==> config.mk <==
export PLATFORM = sky130hd
export DESIGN_NAME = bfd_front
export DESIGN_NICKNAME = d
export VERILOG_FILES = /design/src/bloom_filter_fnv_double_hash_core_assert.svh /design/src/bfd_pkg.sv /design/src/bfd_front.sv
export SDC_FILE = /design/constraint.sdc
export NUM_CORES = 1
export LEC_CHECK = 0
export BUFFER_PORTS_ARGS = -buffer_cell sky130_fd_sc_hd__buf_2
export CORE_MARGIN = 3
export CORE_UTILIZATION = 58
export DETAILED_ROUTE_END_ITERATION = 8
export GPL_ROUTABILITY_DRIVEN = 0
export GPL_TIMING_DRIVEN = 0
export PLACE_DENSITY = 0.8
export SKIP_CTS_REPAIR_TIMING = 1
export SYNTH_ARGS = -nofsm -noshare
export SYNTH_HDL_FRONTEND = slang
export SYNTH_SLANG_ARGS = --single-unit
==> constraint.sdc <==
create_clock -name clock -period 7.05 [get_ports clock]
set_input_delay 1.41 -clock clock [delete_from_list [all_inputs] [get_ports clock]]
set_output_delay 1.41 -clock clock [all_outputs]
set_load 0.03 [all_outputs]
==> src/bloom_filter_fnv_double_hash_core_assert.svh <==
// Assertion macros for the bloom filter core.
`ifndef BLOOM_FILTER_FNV_DOUBLE_HASH_CORE_ASSERT_SVH
`define BLOOM_FILTER_FNV_DOUBLE_HASH_CORE_ASSERT_SVH
`ifndef SYNTHESIS
`define BFD_ASSERT_NEVER(lbl, expr) \
   lbl: assert property (@(posedge clock) disable iff (reset) !(expr)) \
      else $error("bloom filter check failed");
`define BFD_ASSERT_NEXT(lbl, ante, cons) \
   lbl: assert property (@(posedge clock) disable iff (reset) (ante) |=> (cons)) \
      else $error("bloom filter sequence check failed");
`else
`define BFD_ASSERT_NEVER(lbl, expr)
`define BFD_ASSERT_NEXT(lbl, ante, cons)
`endif
`endif

==> src/bfd_pkg.sv <==
package bfd_pkg;
   localparam int unsigned BIT_CAPACITY = 65536;
   localparam int unsigned ADDR_W = $clog2(BIT_CAPACITY);
   localparam int unsigned MAX_PROBES = 32;
   localparam int unsigned PROBE_W = $clog2(MAX_PROBES);
   localparam int unsigned NBITS_W = 17;
   localparam int unsigned NHASH_W = 6;
   localparam int unsigned CAP_W = 32;
   localparam int unsigned CSR_IDX_W = 2;
   localparam int unsigned REM_W = NBITS_W;
   localparam logic [63:0] FNV_BASIS = 64'hCBF29CE484222325;
   localparam logic [NBITS_W-1:0] NBITS_MIN = NBITS_W'(8);
   localparam logic [NBITS_W-1:0] NBITS_MAX = NBITS_W'(BIT_CAPACITY);

   typedef enum logic [CSR_IDX_W-1:0] {
      CSR_NUM_BITS = 2'd0,
      CSR_NUM_HASHES = 2'd1,
      CSR_CAPACITY = 2'd2
   } csr_idx_type;

   localparam logic CMD_ADD = 1'b0;
   localparam logic CMD_QUERY = 1'b1;

   typedef struct packed {
      logic       cmd;
      logic [7:0] key_byte;
      logic       last;
   } req_type;

   typedef struct packed {
      logic        hit;
      logic        saturated;
      logic [31:0] add_total;
   } rsp_type;

   typedef struct packed {
      logic        cmd;
      logic [63:0] hash;
   } job_type;

   typedef struct packed {
      logic full;
      logic empty;
   } q_status_type;

   // xor in the byte, then multiply by the FNV prime 2^40 + 0x1B3, modulo 2^64
   function automatic logic [63:0] fnv_step(input logic [63:0] h, input logic [7:0] b);
      logic [63:0] x;
      x = h ^ {56'd0, b};
      return x + (x << 1) + (x << 4) + (x << 5) + (x << 7) + (x << 8) + (x << 40);
   endfunction
endpackage

==> src/bfd_front.sv <==
module bfd_front
   import bfd_pkg::*;
(
   input  logic         clock,
   input  logic         reset,
   input  logic         hold,
   input  q_status_type q_status,
   input  logic         req_valid,
   output logic         req_ready,
   input  req_type      req_data,
   output logic         push,
   output job_type      push_job
);
   logic [63:0] hash_ff, hash_in, hash_next;
   logic        accept;

   assign req_ready = !hold && !q_status.full;
   assign accept = req_valid && req_ready;
   assign hash_next = fnv_step(hash_ff, req_data.key_byte);
   assign push = accept && req_data.last;
   assign push_job = '{cmd: req_data.cmd, hash: hash_next};

   always_comb begin
      hash_in = hash_ff;
      if (accept) begin
         hash_in = req_data.last ? FNV_BASIS : hash_next;
      end
   end

   always_ff @(posedge clock) begin
      if (reset) begin
         hash_ff <= FNV_BASIS;
      end else begin
         hash_ff <= hash_in;
      end
   end
endmodule

==> flow_summary.toml <==
[route]
totalWireLength_um = 41620
drt_first_pass_iters = 6
viasPerCell = 6.111
post-route-drc-count = 0
vias = 11490
routedWlPerCell_um = 22.14
ant_nets = 0
drt_iter0_drc = 1237

[critical_path]
crit_path_start_kind = "primary input"
startpoint = "req_data[8]"
worstSetupPathType = "in -> out"
worst-path-buf-inv = 5
worstPathArrival_ps = 6430
crit_fanout = 6
crit_slowest_cell = "fa_2"
timing.rr.start = "hash_ff[37]$_SDFFE_PP1P_"
critPathTopFamily = "adder cells"
slowest_delay_ps = 570
end_kind = "output pin"
cp_cell_sequence = "buf_8, xor2_4, inv_2, fa_1, inv_1, fa_2, fa_1, ha_4, ha_4, a21oi_1, o21ai_0, a21oi_2, o311ai_4, a31oi_4, o21ai_4, buf_12, a21boi_4, o21ai_4, a21boi_4, xnor2_4, buf_6"
worstPathRequired_ps = 5640

[floorplanning]
die_height_um = 154.6
boundaryPins = 83
core.rowCount = 53
die_w_um = 154.6
initial_core_util = 0.6000
core_region_area_um2 = 21350
dieArea_um2 = 23910

[layout]
num_antenna_cells = 0
largestRegisters = "hash_ff x64"
seqCellArea_um2 = 1281
fin_area_um2 = 16270
n_fill_cell = 1306
nNetsFinal = 1971
drive_gt1_frac = 0.2168
area_growth_pct = 27.02
multiInputGateArea_um2 = 11280
largest_reg_flops = 64
regMostFlops = "hash_ff"

[place]
placed_area_um2 = 14110
post-place-ws_ps = -1148
post-dp-hpwl_um = 30000
numPortBuffers = 79

[job]
max_cap_violations = 0

[synth]
syn-instance-count = 1435
syn-cell-area_um2 = 12810
ys.flop_type = "dfxtp_1"
synth-async-reset-ratio = 0
synth_area_leaders = "fa_1 (38%), inv_1 (12%), ha_1 (11%)"
ys_ff_latch = 64
yosysTopAreaCell = "fa_1"
synth_top_area_share = 0.3828
ys_seq_area_frac = 0.1000
synth_nets = 1806
syn_avg_cell_area_um2 = 8.928
synth.distinct_cells = 69
yosys_warnings = 0
synth-edff-count = 0

[cts]
cts_buffers = 9
insertion_delay_ps = 360
path_clk_slew_ps = 70
cts_root_buffer = "clkbuf_16"
clk_path_buf_depth = 2
cts_tree = "built"
numClockSinks = 64
h-tree-depth = 3

[timing]
rsz0062_at_grt = "yes"
setup_ws_ps = -790.4
worst_slew_pin_slew_ps = 1304
finClkSkew_ps = 22.03
hold_viol = 0
fmax_mhz = 127.5
max-slew-margin-rel = 0.1241
setup_viol = 43
maxSlewViolCount = 0
timing.final.crit_share = 1.112
finalCriticalPeriod_ps = 7840

[worst_hold_path]
hold_class = "reg -> reg"
min-delay-start = "hash_ff[48]$_SDFFE_PP0P_"

[global_routing]
gr-usage-met3 = 0.05652
grt_use_total = 0.3175
busiest_layer = "met2"
grt_max_degree = 13
grt_first_pass_wirelength_um = 59010
grt_use_met2 = 0.5420
grt_pass1_vias = 11270
overflow = 0
antenna_found_initial = 0
grt_use_met1 = 0.4070

[outcome]
outcome = "finished with violations"
violations = "setup timing"
[cells in the final DEF, fill, tap and decap left out, drive strengths merged, types with 11 or more instances in the layout]
master / count
inv: 395
fa: 245
buf: 171
ha: 110
nand2: 89
a21oi: 75
dfxtp: 64
nor2: 64
xnor2: 57
o21ai: 41
clkbuf: 39
a21o: 33
o211ai: 25
xor2: 25
a22oi: 24
nand4: 20
nand3: 11
[metal layers]
| layer | vias up | part of all wire |
|---|---|---|
| li1 | 4795 | - |
| met1 | 5690 | 0.35 |
| met2 | 789 | 0.48 |
| met3 | 214 | 0.11 |
| met4 | 0 | 0.057 |
| met5 | - | 0 |
[final timing paths]
| path | slack, ps | to | depth (start not counted) |
|---|---|---|---|
| setup / recovery | -790 | push_job[59] | 21 |
| hold / removal | 510 | hash_ff[48]$_SDFFE_PP0P_ | 1 |
| setup reg to reg | 1100 | hash_ff[63]$_SDFFE_PP1P_ | 21 |
| hold reg to reg | 510 | hash_ff[48]$_SDFFE_PP0P_ | 1 |
[per-stage QoR]
step / TNS, ps / hold WS [ps] / utilization / std cells
6_report: -16510 / 512.2 / 0.7621 / 1880
5_1_grt: -20730 / 536.3 / 0.7621 / 1880
4_1_cts: -30760 / 498.0 / 0.6774 / 1805
3_5_place_dp: -29730 / 469.0 / 0.6608 / 1789
2_1_floorplan: -679.2 / 449.3 / - / 1435
3_3_place_gp: -27630 / 464.7 / 0.6608 / 1789
[logic make-up (layout without fill, tap and decap cells)]
family,after synthesis,in the layout,share of synthesized area
DFF,64,64,0.1000
adders and majority gates,355,355,0.4903
and+or+nand+nor,229,229,0.08321
AOI/OAI and AO/OA,263,263,0.1379
buffers and inverters,442,612,0.1319
xor gates and xnor gates,82,82,0.05665
[layout make-up]
| cell class | instances | share of cell area |
|---|---|---|
| well taps | 275 | 0.02114 |
| repair buffers | 155 | 0.07966 |
| plain buffers | 45 | 0.01346 |
| flip-flops and latches | 64 | 0.07873 |
| inverters | 396 | 0.09203 |
| clock inverters | 6 | 0.007074 |
| clock buffers | 10 | 0.01469 |
| multi-input cells | 929 | 0.6932 |
[cells in the mapped netlist, types with 4 or more instances]
| master | number |
|---|---|
| a21o_1 | 33 |
| a21oi_1 | 74 |
| a22o_1 | 4 |
| a22oi_1 | 24 |
| a31oi_1 | 8 |
| and2_1 | 4 |
| and3_1 | 6 |
| buf_1 | 4 |
| buf_2 | 9 |
| buf_4 | 5 |
| clkbuf_1 | 27 |
| dfxtp_1 | 64 |
| fa_1 | 245 |
| ha_1 | 110 |
| inv_1 | 396 |
| nand2_1 | 88 |
| nand3_1 | 11 |
| nand3b_1 | 4 |
| nand4_1 | 20 |
| nor2_1 | 64 |
| nor3_1 | 10 |
| o211ai_1 | 24 |
| o21a_1 | 7 |
| o21ai_0 | 36 |
| o21bai_1 | 10 |
| o31ai_1 | 6 |
| or3_1 | 4 |
| xnor2_1 | 56 |
| xor2_1 | 25 |
Power is not shown: default switching activity piles up to over one toggle a cycle in this logic, so the estimate is an artifact.
