**config.mk**
```make
export PLATFORM = sky130hd
export DESIGN_NAME = bfd_fifo
export DESIGN_NICKNAME = d
export VERILOG_FILES = /design/src/bloom_filter_fnv_double_hash_core_assert.svh /design/src/bfd_pkg.sv /design/src/bfd_fifo.sv
export SDC_FILE = /design/constraint.sdc
export NUM_CORES = 1
export LEC_CHECK = 0
export BUFFER_PORTS_ARGS = -buffer_cell sky130_fd_sc_hd__buf_2
export CAP_MARGIN = 20
export CELL_PAD_IN_SITES_DETAIL_PLACEMENT = 1
export CELL_PAD_IN_SITES_GLOBAL_PLACEMENT = 1
export CORE_ASPECT_RATIO = 0.6
export CORE_MARGIN = 2
export CORE_UTILIZATION = 40
export CTS_CLUSTER_DIAMETER = 30
export DETAILED_ROUTE_END_ITERATION = 8
export PLACE_DENSITY = 0.84
export SLEW_MARGIN = 15
export SYNTH_ARGS = -nofsm -noshare
export SYNTH_HDL_FRONTEND = slang
export SYNTH_SLANG_ARGS = --single-unit
export TNS_END_PERCENT = 30
```
**constraint.sdc**
```tcl
create_clock -name clock -period 3.87 [get_ports clock]
set_clock_uncertainty 0.15 [all_clocks]
set_input_delay 0.5805 -clock clock [delete_from_list [all_inputs] [get_ports clock]]
set_output_delay 0.5805 -clock clock [all_outputs]
set_load 0.05 [all_outputs]
```
**src/bloom_filter_fnv_double_hash_core_assert.svh**
```systemverilog
// Assertion macros for the bloom filter core.
`ifndef BLOOM_FILTER_FNV_DOUBLE_HASH_CORE_ASSERT_SVH
`define BLOOM_FILTER_FNV_DOUBLE_HASH_CORE_ASSERT_SVH
`ifndef SYNTHESIS
`define BFD_ASSERT_NEVER(lbl, expr) \
   lbl: assert property (@(posedge clock) disable iff (reset) !(expr)) \
      else $error("bloom filter check failed");
`define BFD_ASSERT_NEXT(lbl, ante, cons) \
   lbl: assert property (@(posedge clock) disable iff (reset) (ante) |=> (cons)) \
      else $error("bloom filter sequence check failed");
`else
`define BFD_ASSERT_NEVER(lbl, expr)
`define BFD_ASSERT_NEXT(lbl, ante, cons)
`endif
`endif

```
**src/bfd_pkg.sv**
```systemverilog
package bfd_pkg;
   localparam int unsigned BIT_CAPACITY = 65536;
   localparam int unsigned ADDR_W = $clog2(BIT_CAPACITY);
   localparam int unsigned MAX_PROBES = 32;
   localparam int unsigned PROBE_W = $clog2(MAX_PROBES);
   localparam int unsigned NBITS_W = 17;
   localparam int unsigned NHASH_W = 6;
   localparam int unsigned CAP_W = 32;
   localparam int unsigned CSR_IDX_W = 2;
   localparam int unsigned REM_W = NBITS_W;
   localparam logic [63:0] FNV_BASIS = 64'hCBF29CE484222325;
   localparam logic [NBITS_W-1:0] NBITS_MIN = NBITS_W'(8);
   localparam logic [NBITS_W-1:0] NBITS_MAX = NBITS_W'(BIT_CAPACITY);

   typedef enum logic [CSR_IDX_W-1:0] {
      CSR_NUM_BITS = 2'd0,
      CSR_NUM_HASHES = 2'd1,
      CSR_CAPACITY = 2'd2
   } csr_idx_type;

   localparam logic CMD_ADD = 1'b0;
   localparam logic CMD_QUERY = 1'b1;

   typedef struct packed {
      logic       cmd;
      logic [7:0] key_byte;
      logic       last;
   } req_type;

   typedef struct packed {
      logic        hit;
      logic        saturated;
      logic [31:0] add_total;
   } rsp_type;

   typedef struct packed {
      logic        cmd;
      logic [63:0] hash;
   } job_type;

   typedef struct packed {
      logic full;
      logic empty;
   } q_status_type;

   // xor in the byte, then multiply by the FNV prime 2^40 + 0x1B3, modulo 2^64
   function automatic logic [63:0] fnv_step(input logic [63:0] h, input logic [7:0] b);
      logic [63:0] x;
      x = h ^ {56'd0, b};
      return x + (x << 1) + (x << 4) + (x << 5) + (x << 7) + (x << 8) + (x << 40);
   endfunction
endpackage

```
**src/bfd_fifo.sv**
```systemverilog
module bfd_fifo
   import bfd_pkg::*;
(
   input  logic         clock,
   input  logic         reset,
   input  logic         push,
   input  job_type      push_job,
   input  logic         pop,
   output job_type      head_job,
   output q_status_type q_status
);
   job_type     entries_ff [2];
   logic        wr_ptr_ff, wr_ptr_in;
   logic        rd_ptr_ff, rd_ptr_in;
   logic [1:0]  count_ff, count_in;

   assign head_job = entries_ff[rd_ptr_ff];
   assign q_status = '{full: count_ff == 2'd2, empty: count_ff == 2'd0};

   always_comb begin
      wr_ptr_in = push ? !wr_ptr_ff : wr_ptr_ff;
      rd_ptr_in = pop ? !rd_ptr_ff : rd_ptr_ff;
      count_in = count_ff + {1'b0, push} - {1'b0, pop};
   end

   always_ff @(posedge clock) begin
      if (push) begin
         entries_ff[wr_ptr_ff] <= push_job;
      end
   end

   always_ff @(posedge clock) begin
      if (reset) begin
         wr_ptr_ff <= 1'b0;
         rd_ptr_ff <= 1'b0;
         count_ff <= 2'd0;
      end else begin
         wr_ptr_ff <= wr_ptr_in;
         rd_ptr_ff <= rd_ptr_in;
         count_ff <= count_in;
      end
   end
endmodule

```
==> impl_metrics.py, run 1 <==
metrics = {
    "run_status": {
        "result_of_the_run": "complete, no violations",
    },
    "synth": {
        "syn_nets": 294,
        "synth_largest_area_cell": "sky130_fd_sc_hd__edfxtp_1",
        "syn_area_mm2": 0.005112,
        "synthCells": 223,
        "synth.distinct_cells": 13,
        "post_synth.cell_area_avg_um2": 22.93,
        "yosysSeqAreaShare_pct": 78.32,
        "synth.yosys.warnings": 0,
        "ys_ff_latch": 135,
        "yosysTopAreaCellShare_pct": 76.36,
        "post_synth_main_area_contributors": "sky130_fd_sc_hd__edfxtp_1 (76%), sky130_fd_sc_hd__mux2_4 (15%), sky130_fd_sc_hd__mux2_2 (3.3%), sky130_fd_sc_hd__dfxtp_1 (2.0%), sky130_fd_sc_hd__buf_6 (1.3%)",
    },
    "detailed_routing": {
        "drt_iter0_markers": 82,
        "vias": 2573,
        "post_drt_via_cell_ratio": 4.661,
        "detail_route.first_pass.iterations": 4,
        "route.final.wire_length_um": 9800,
        "remaining_drc_errors": 0,
        "average_detailed_routed_wire_length_per_instance_um": 17.75,
        "antenna_left": 0,
    },
    "worst_setup_path": {
        "crit_type": "flip-flop to output port",
        "worst_setup_path_end_kind": "output port",
        "endpoint_of_the_worst_slack_reg_to_reg_timing_path": "entries_ff[1][8]$_DFFE_PP_",
        "critical_path_required_ns": 3.14,
        "timing.reg2reg.setup_slack_ns": 1.96,
        "r2r_cells": 2,
        "worstReg2RegStart": "wr_ptr_ff$_SDFFE_PP0P_",
        "path_max_fanout": 35,
        "arrival_ns": 2.11,
        "timing.critical_path.from_type": "flip-flop",
    },
    "global_routing": {
        "largest_net_degree_at_the_start_of_global_routing": 36,
        "grt_overflow_total": 0,
        "globalRouteTotalUtil_pct": 14.96,
        "number_of_antenna_violations_at_the_first_check_in_global_routing": 0,
        "global_route_wire_length_before_repair_um": 14890,
        "first_global_vias": 2823,
    },
    "finish": {
        "postLayoutCoreUtil_pct": 53.68,
        "fin_cells": 552,
        "syn2layout_area_growth_pct": 28.68,
        "layout_common_cells": "sky130_fd_sc_hd__buf_2 (135), sky130_fd_sc_hd__edfxtp_1 (130), sky130_fd_sc_hd__mux2_4 (50), sky130_fd_sc_hd__clkbuf_16 (17), sky130_fd_sc_hd__mux2_2 (15)",
        "layout.filler_cells": 1187,
        "diode_count": 0,
        "most_common_cell_after_layout_fill_and_taps_aside": "sky130_fd_sc_hd__buf_2",
        "nNetsFinal": 445,
        "stdcell_area_mm2": 0.006579,
        "post_route_cells_drive_above_1_share_pct": 60.72,
    },
    "flow_run": {
        "total_of_max_cap_violations": 0,
    },
    "die": {
        "floorplan.initialDensity_pct": 41.71,
        "num_rows": 31,
        "die_height_um": 91.57,
        "io_pins": 136,
        "floorplan.core_area_mm2": 0.01226,
        "dieArea_mm2": 0.01373,
        "die_x_um": 150.0,
    },
    "clocking": {
        "post-cts-setup-buffer-count": 0,
        "cts_max_level": 4,
        "clock_transition_at_the_registers_of_the_reported_paths_ns": 0.06,
        "numClockSinks": 135,
        "tritoncts": "done",
        "cts_root_buffer": "sky130_fd_sc_hd__clkbuf_16",
        "post_cts_hold_buffer_count": 0,
        "ctsLongestPathBuffers": 2,
        "cts-resized-gates": 0,
        "cts_buffers": 17,
        "clock_latency_ns": 0.40,
    },
    "worst_hold_path": {
        "whs_path_depth": 1,
        "min-delay-start": "push_job[53]",
        "holdPathEnd": "entries_ff[1][53]$_DFFE_PP_",
        "class_of_the_tightest_hold_or_removal_check": "primary input to flip-flop",
    },
    "place": {
        "total_cell_area_at_the_placement_stage_mm2": 0.005989,
        "place_congestion": 0.7278,
        "dp_cell_count": 520,
        "dp.final_hpwl_um": 6707,
        "place.port_buffers": 135,
    },
    "timing": {
        "timing.final.crit_share_pct": 73.52,
        "max-slew-margin-rel_pct": 47.28,
        "final-hold-violation-count": 0,
        "finalSetupViolations": 0,
        "setup_total_negative_slack_ns": 0,
        "rsz0062_at_grt": "false",
        "tightestPinTransition_ns": 0.7908,
        "finalCriticalPeriod_ns": 2.845,
        "slew_viol_final": 0,
        "max_freq_mhz": 351.5,
    },
    "pwr": {
        "power_density_mw_per_mm2": 606.2,
        "irDropWorstVdd_v": 0.0003710,
        "cellLeakagePower_nw": 2.607,
    },
}
## cell usage after synthesis, drive strengths merged
cell and number:
ha 2, mux2 65, xnor3 1, and2 1
nor2b 3, inv 2, buf 7, xnor2 2
nor2 5, dfxtp 5, edfxtp 130
## final cells by class
class                   count  area, um^2  area share (%)
repair buffers            139       730.7           11.11
inverters                   2       7.507          0.1141
multi-input cells          79        1037           15.77
clock buffers              20       436.7           6.638
clock inverters            12       152.6           2.320
well taps                 165       206.4           3.138
flip-flops and latches    135        4008           60.92
## layer usage
layer	share of wire [%]	track usage [%]	vias to the layer above
met5	0	0	-
met4	0.98	5.896	0
met3	9.7	7.085	7
met2	46	22.75	114
met1	43	18.47	1272
li1	-	-	1180
## stage by stage
step | hold WS [ns] | setup WS [ns] | power, mW
4_1_cts | 0.1924 | 0.9879 | 4.036
3_3_place_gp | 0.3490 | 1.485 | 2.414
5_1_grt | 0.1936 | 0.9351 | 4.126
2_1_floorplan | 0.3299 | 1.002 | 2.277
6_report | 0.2108 | 1.025 | 3.988
3_5_place_dp | 0.3626 | 1.434 | 2.436
## worst max path at each step
stage                   start                         end  slack, ns
global placement    flip-flop                head_job[64]       1.49
floorplan                push  entries_ff[0][0]$_DFFE_PP_       1.00
CTS                 flip-flop                 head_job[5]       0.99
finish              flip-flop                 head_job[5]       1.02
detailed placement  flip-flop                 head_job[5]       1.43
global route        flip-flop                 head_job[5]       0.94
## flip-flops by register name, summed over array words and instances (netlist names), named ones only
register,flops
count_ff,2
entries_ff,130
rd_ptr_ff,1
wr_ptr_ff,1
## report_power, final
part	switching [mW]	total (mW)	leakage, nW	internal (mW)
logic	0.433	0.646	1.05	0.213
registers	0.0435	1.75	1.26	1.71
clock network	0.579	1.59	0.290	1.01
## kinds of logic (layout without fill, tap and decap cells)
family	Yosys count	count (layout)	share of synthesized area (%)
xor gates and xnor gates	3	3	0.7832
buffers and inverters	9	173	1.566
adders and majority gates	2	2	0.4894
and+or+nand+nor	9	9	0.8567
muxes	65	65	17.99
DFF	135	135	78.32
## critical path: stages (launching register included)
cell                      delay, ns
sky130_fd_sc_hd__dfxtp_4       0.72
sky130_fd_sc_hd__buf_12        0.31
sky130_fd_sc_hd__mux2_2        0.39
sky130_fd_sc_hd__buf_2         0.21
(Power assumes the default switching activity.)
==> run 2, diff against run 1 <==
--- a/config.mk
+++ b/config.mk
@@ -11,10 +11,10 @@
 export CELL_PAD_IN_SITES_GLOBAL_PLACEMENT = 1
 export CORE_ASPECT_RATIO = 0.6
 export CORE_MARGIN = 2
-export CORE_UTILIZATION = 40
+export CORE_UTILIZATION = 44
 export CTS_CLUSTER_DIAMETER = 30
 export DETAILED_ROUTE_END_ITERATION = 8
-export PLACE_DENSITY = 0.84
+export PLACE_DENSITY = 0.88
 export SLEW_MARGIN = 15
 export SYNTH_ARGS = -nofsm -noshare
 export SYNTH_HDL_FRONTEND = slang
==> constraint.sdc (replaced) <==
create_clock -name clock -period 2.98 [get_ports clock]
set_clock_uncertainty 0.15 [all_clocks]
set_input_delay 0.447 -clock clock [delete_from_list [all_inputs] [get_ports clock]]
set_output_delay 0.447 -clock clock [all_outputs]
set_load 0.05 [all_outputs]
==> impl_metrics.py, run 2 (synthesis results as in run 1) <==
metrics = {
    "worst_setup_path": {
        "critical_path_required_ns": 2.38,
        "path_max_fanout": 15,
        "timing.critical_path.from_type": "flip-flop",
        "crit_type": "flip-flop to output port",
        "arrival_ns": 1.78,
        "r2r_cells": 2,
        "worstReg2RegStart": "wr_ptr_ff$_SDFFE_PP0P_",
        "timing.reg2reg.setup_slack_ns": 1.34,
        "worst_setup_path_end_kind": "output port",
        "endpoint_of_the_worst_slack_reg_to_reg_timing_path": "entries_ff[1][61]$_DFFE_PP_",
    },
    "clocking": {
        "ctsLongestPathBuffers": 2,
        "numClockSinks": 135,
        "clock_latency_ns": 0.39,
        "cts-resized-gates": 0,
        "cts_root_buffer": "sky130_fd_sc_hd__clkbuf_16",
        "tritoncts": "done",
        "post-cts-setup-buffer-count": 0,
        "clock_transition_at_the_registers_of_the_reported_paths_ns": 0.06,
        "cts_buffers": 17,
        "cts_max_level": 4,
        "post_cts_hold_buffer_count": 0,
    },
    "die": {
        "floorplan.initialDensity_pct": 45.25,
        "io_pins": 136,
        "dieArea_mm2": 0.01253,
        "die_height_um": 87.50,
        "floorplan.core_area_mm2": 0.01130,
        "die_x_um": 143.2,
        "num_rows": 30,
    },
    "timing": {
        "finalSetupViolations": 0,
        "max_freq_mhz": 420.4,
        "timing.final.crit_share_pct": 79.82,
        "tightestPinTransition_ns": 0.5460,
        "rsz0062_at_grt": "false",
        "setup_total_negative_slack_ns": 0,
        "finalCriticalPeriod_ns": 2.379,
        "max-slew-margin-rel_pct": 63.60,
        "final.setup.worst_slack_ns": 0.6013,
        "finalHoldWorstSlack_ns": 0.08679,
        "final-hold-violation-count": 0,
        "slew_viol_final": 0,
    },
    "global_routing": {
        "grt_overflow_total": 0,
        "globalRouteTotalUtil_pct": 16.44,
        "global_route_wire_length_before_repair_um": 14900,
        "largest_net_degree_at_the_start_of_global_routing": 40,
        "first_global_vias": 2783,
        "number_of_antenna_violations_at_the_first_check_in_global_routing": 0,
    },
    "finish": {
        "largest_register_ffs": 130,
        "max_flop_register": "entries_ff",
        "post_route_cells_drive_above_1_share_pct": 61.50,
        "syn2layout_area_growth_pct": 28.32,
        "diode_count": 0,
        "nNetsFinal": 447,
        "most_common_cell_after_layout_fill_and_taps_aside": "sky130_fd_sc_hd__buf_2",
        "largest_registers": "entries_ff (130), count_ff (2)",
        "layout_common_cells": "sky130_fd_sc_hd__buf_2 (135), sky130_fd_sc_hd__edfxtp_1 (130), sky130_fd_sc_hd__mux2_4 (50), sky130_fd_sc_hd__clkbuf_16 (17), sky130_fd_sc_hd__mux2_2 (15)",
    },
    "detailed_routing": {
        "vias": 2590,
        "route.final.wire_length_um": 9808,
        "remaining_drc_errors": 0,
        "post_drt_via_cell_ratio": 4.735,
        "antenna_left": 0,
        "drt_iter0_markers": 101,
        "average_detailed_routed_wire_length_per_instance_um": 17.93,
        "detail_route.first_pass.iterations": 4,
    },
    "worst_hold_path": {
        "min-delay-start": "push_job[47]",
        "class_of_the_tightest_hold_or_removal_check": "primary input to flip-flop",
        "holdPathEnd": "entries_ff[0][47]$_DFFE_PP_",
        "whs_path_depth": 1,
    },
    "place": {
        "place_congestion": 0.7278,
        "place.port_buffers": 135,
        "dp_worst_setup_slack_ns": 0.9951,
        "dp.final_hpwl_um": 6668,
    },
    "run_status": {
        "result_of_the_run": "complete, no violations",
    },
    "pwr": {
        "irDropWorstVdd_v": 0.0004436,
        "cellLeakagePower_nw": 2.592,
        "power_density_mw_per_mm2": 776.7,
    },
    "flow_run": {
        "total_of_max_cap_violations": 0,
    },
}
-- run 2: cell count changes in the layout (fill, tap and decap cells not counted), sizes merged --
cell and change:
clkinv -3, clkbuf -2, clkinvlp +4, bufinv -1, buf +2
-- run 2: critical path, cell delays in order (launching register included) --
cell                      delay [ns]
sky130_fd_sc_hd__dfxtp_4        0.47
sky130_fd_sc_hd__buf_4          0.33
sky130_fd_sc_hd__mux2_2         0.36
sky130_fd_sc_hd__buf_2          0.21
-- run 2: final cells by class --
| class | instances | area, um^2 |
|---|---|---|
| Timing Repair Buffer | 141 | 745.7 |
| Multi-Input combinational cell | 79 | 1039 |
| Clock buffer | 18 | 429.2 |
| Inverter | 2 | 7.507 |
| Clock inverter | 12 | 131.4 |
| Fill cell | 1024 | 4738 |
| Sequential cell | 135 | 4008 |
| Tap cell | 160 | 200.2 |
-- run 2: per-stage QoR --
stage / instance area [um^2] / power [mW] / util (%) / std cells
2_1_floorplan: 5115 / 2.957 / - / 223
3_3_place_gp: 6000 / 3.138 / 53.10 / 517
3_5_place_dp: 6000 / 3.164 / 53.10 / 517
4_1_cts: 6560 / 5.155 / 58.06 / 547
5_1_grt: 6560 / 5.276 / 58.06 / 547
6_report: 6560 / 5.095 / 58.06 / 547
-- run 2: layer usage --
metal  track usage, %  part of all wire (%)
met1            20.97                    44
met2            25.79                    47
met3            6.102                   8.2
met4            6.481                  0.67
met5                0                     0
-- run 2: worst max-delay path by stage --
stage	startpoint	to	slack, ns	cells after the start
finish	flip-flop	head_job[3]	0.60	3
detailed placement	flip-flop	head_job[3]	1.0	3
CTS	flip-flop	head_job[3]	0.55	3
global placement	flip-flop	head_job[3]	1.02	3
global route	flip-flop	head_job[3]	0.53	3
floorplan	push	entries_ff[0][0]$_DFFE_PP_	0.25	1
-- run 2: power breakdown --
| group | leakage (nW) | internal, mW | switching, mW |
|---|---|---|---|
| Sequential | 1.26 | 2.22 | 0.0427 |
| Clock | 0.264 | 1.22 | 0.758 |
| Combinational | 1.07 | 0.280 | 0.577 |
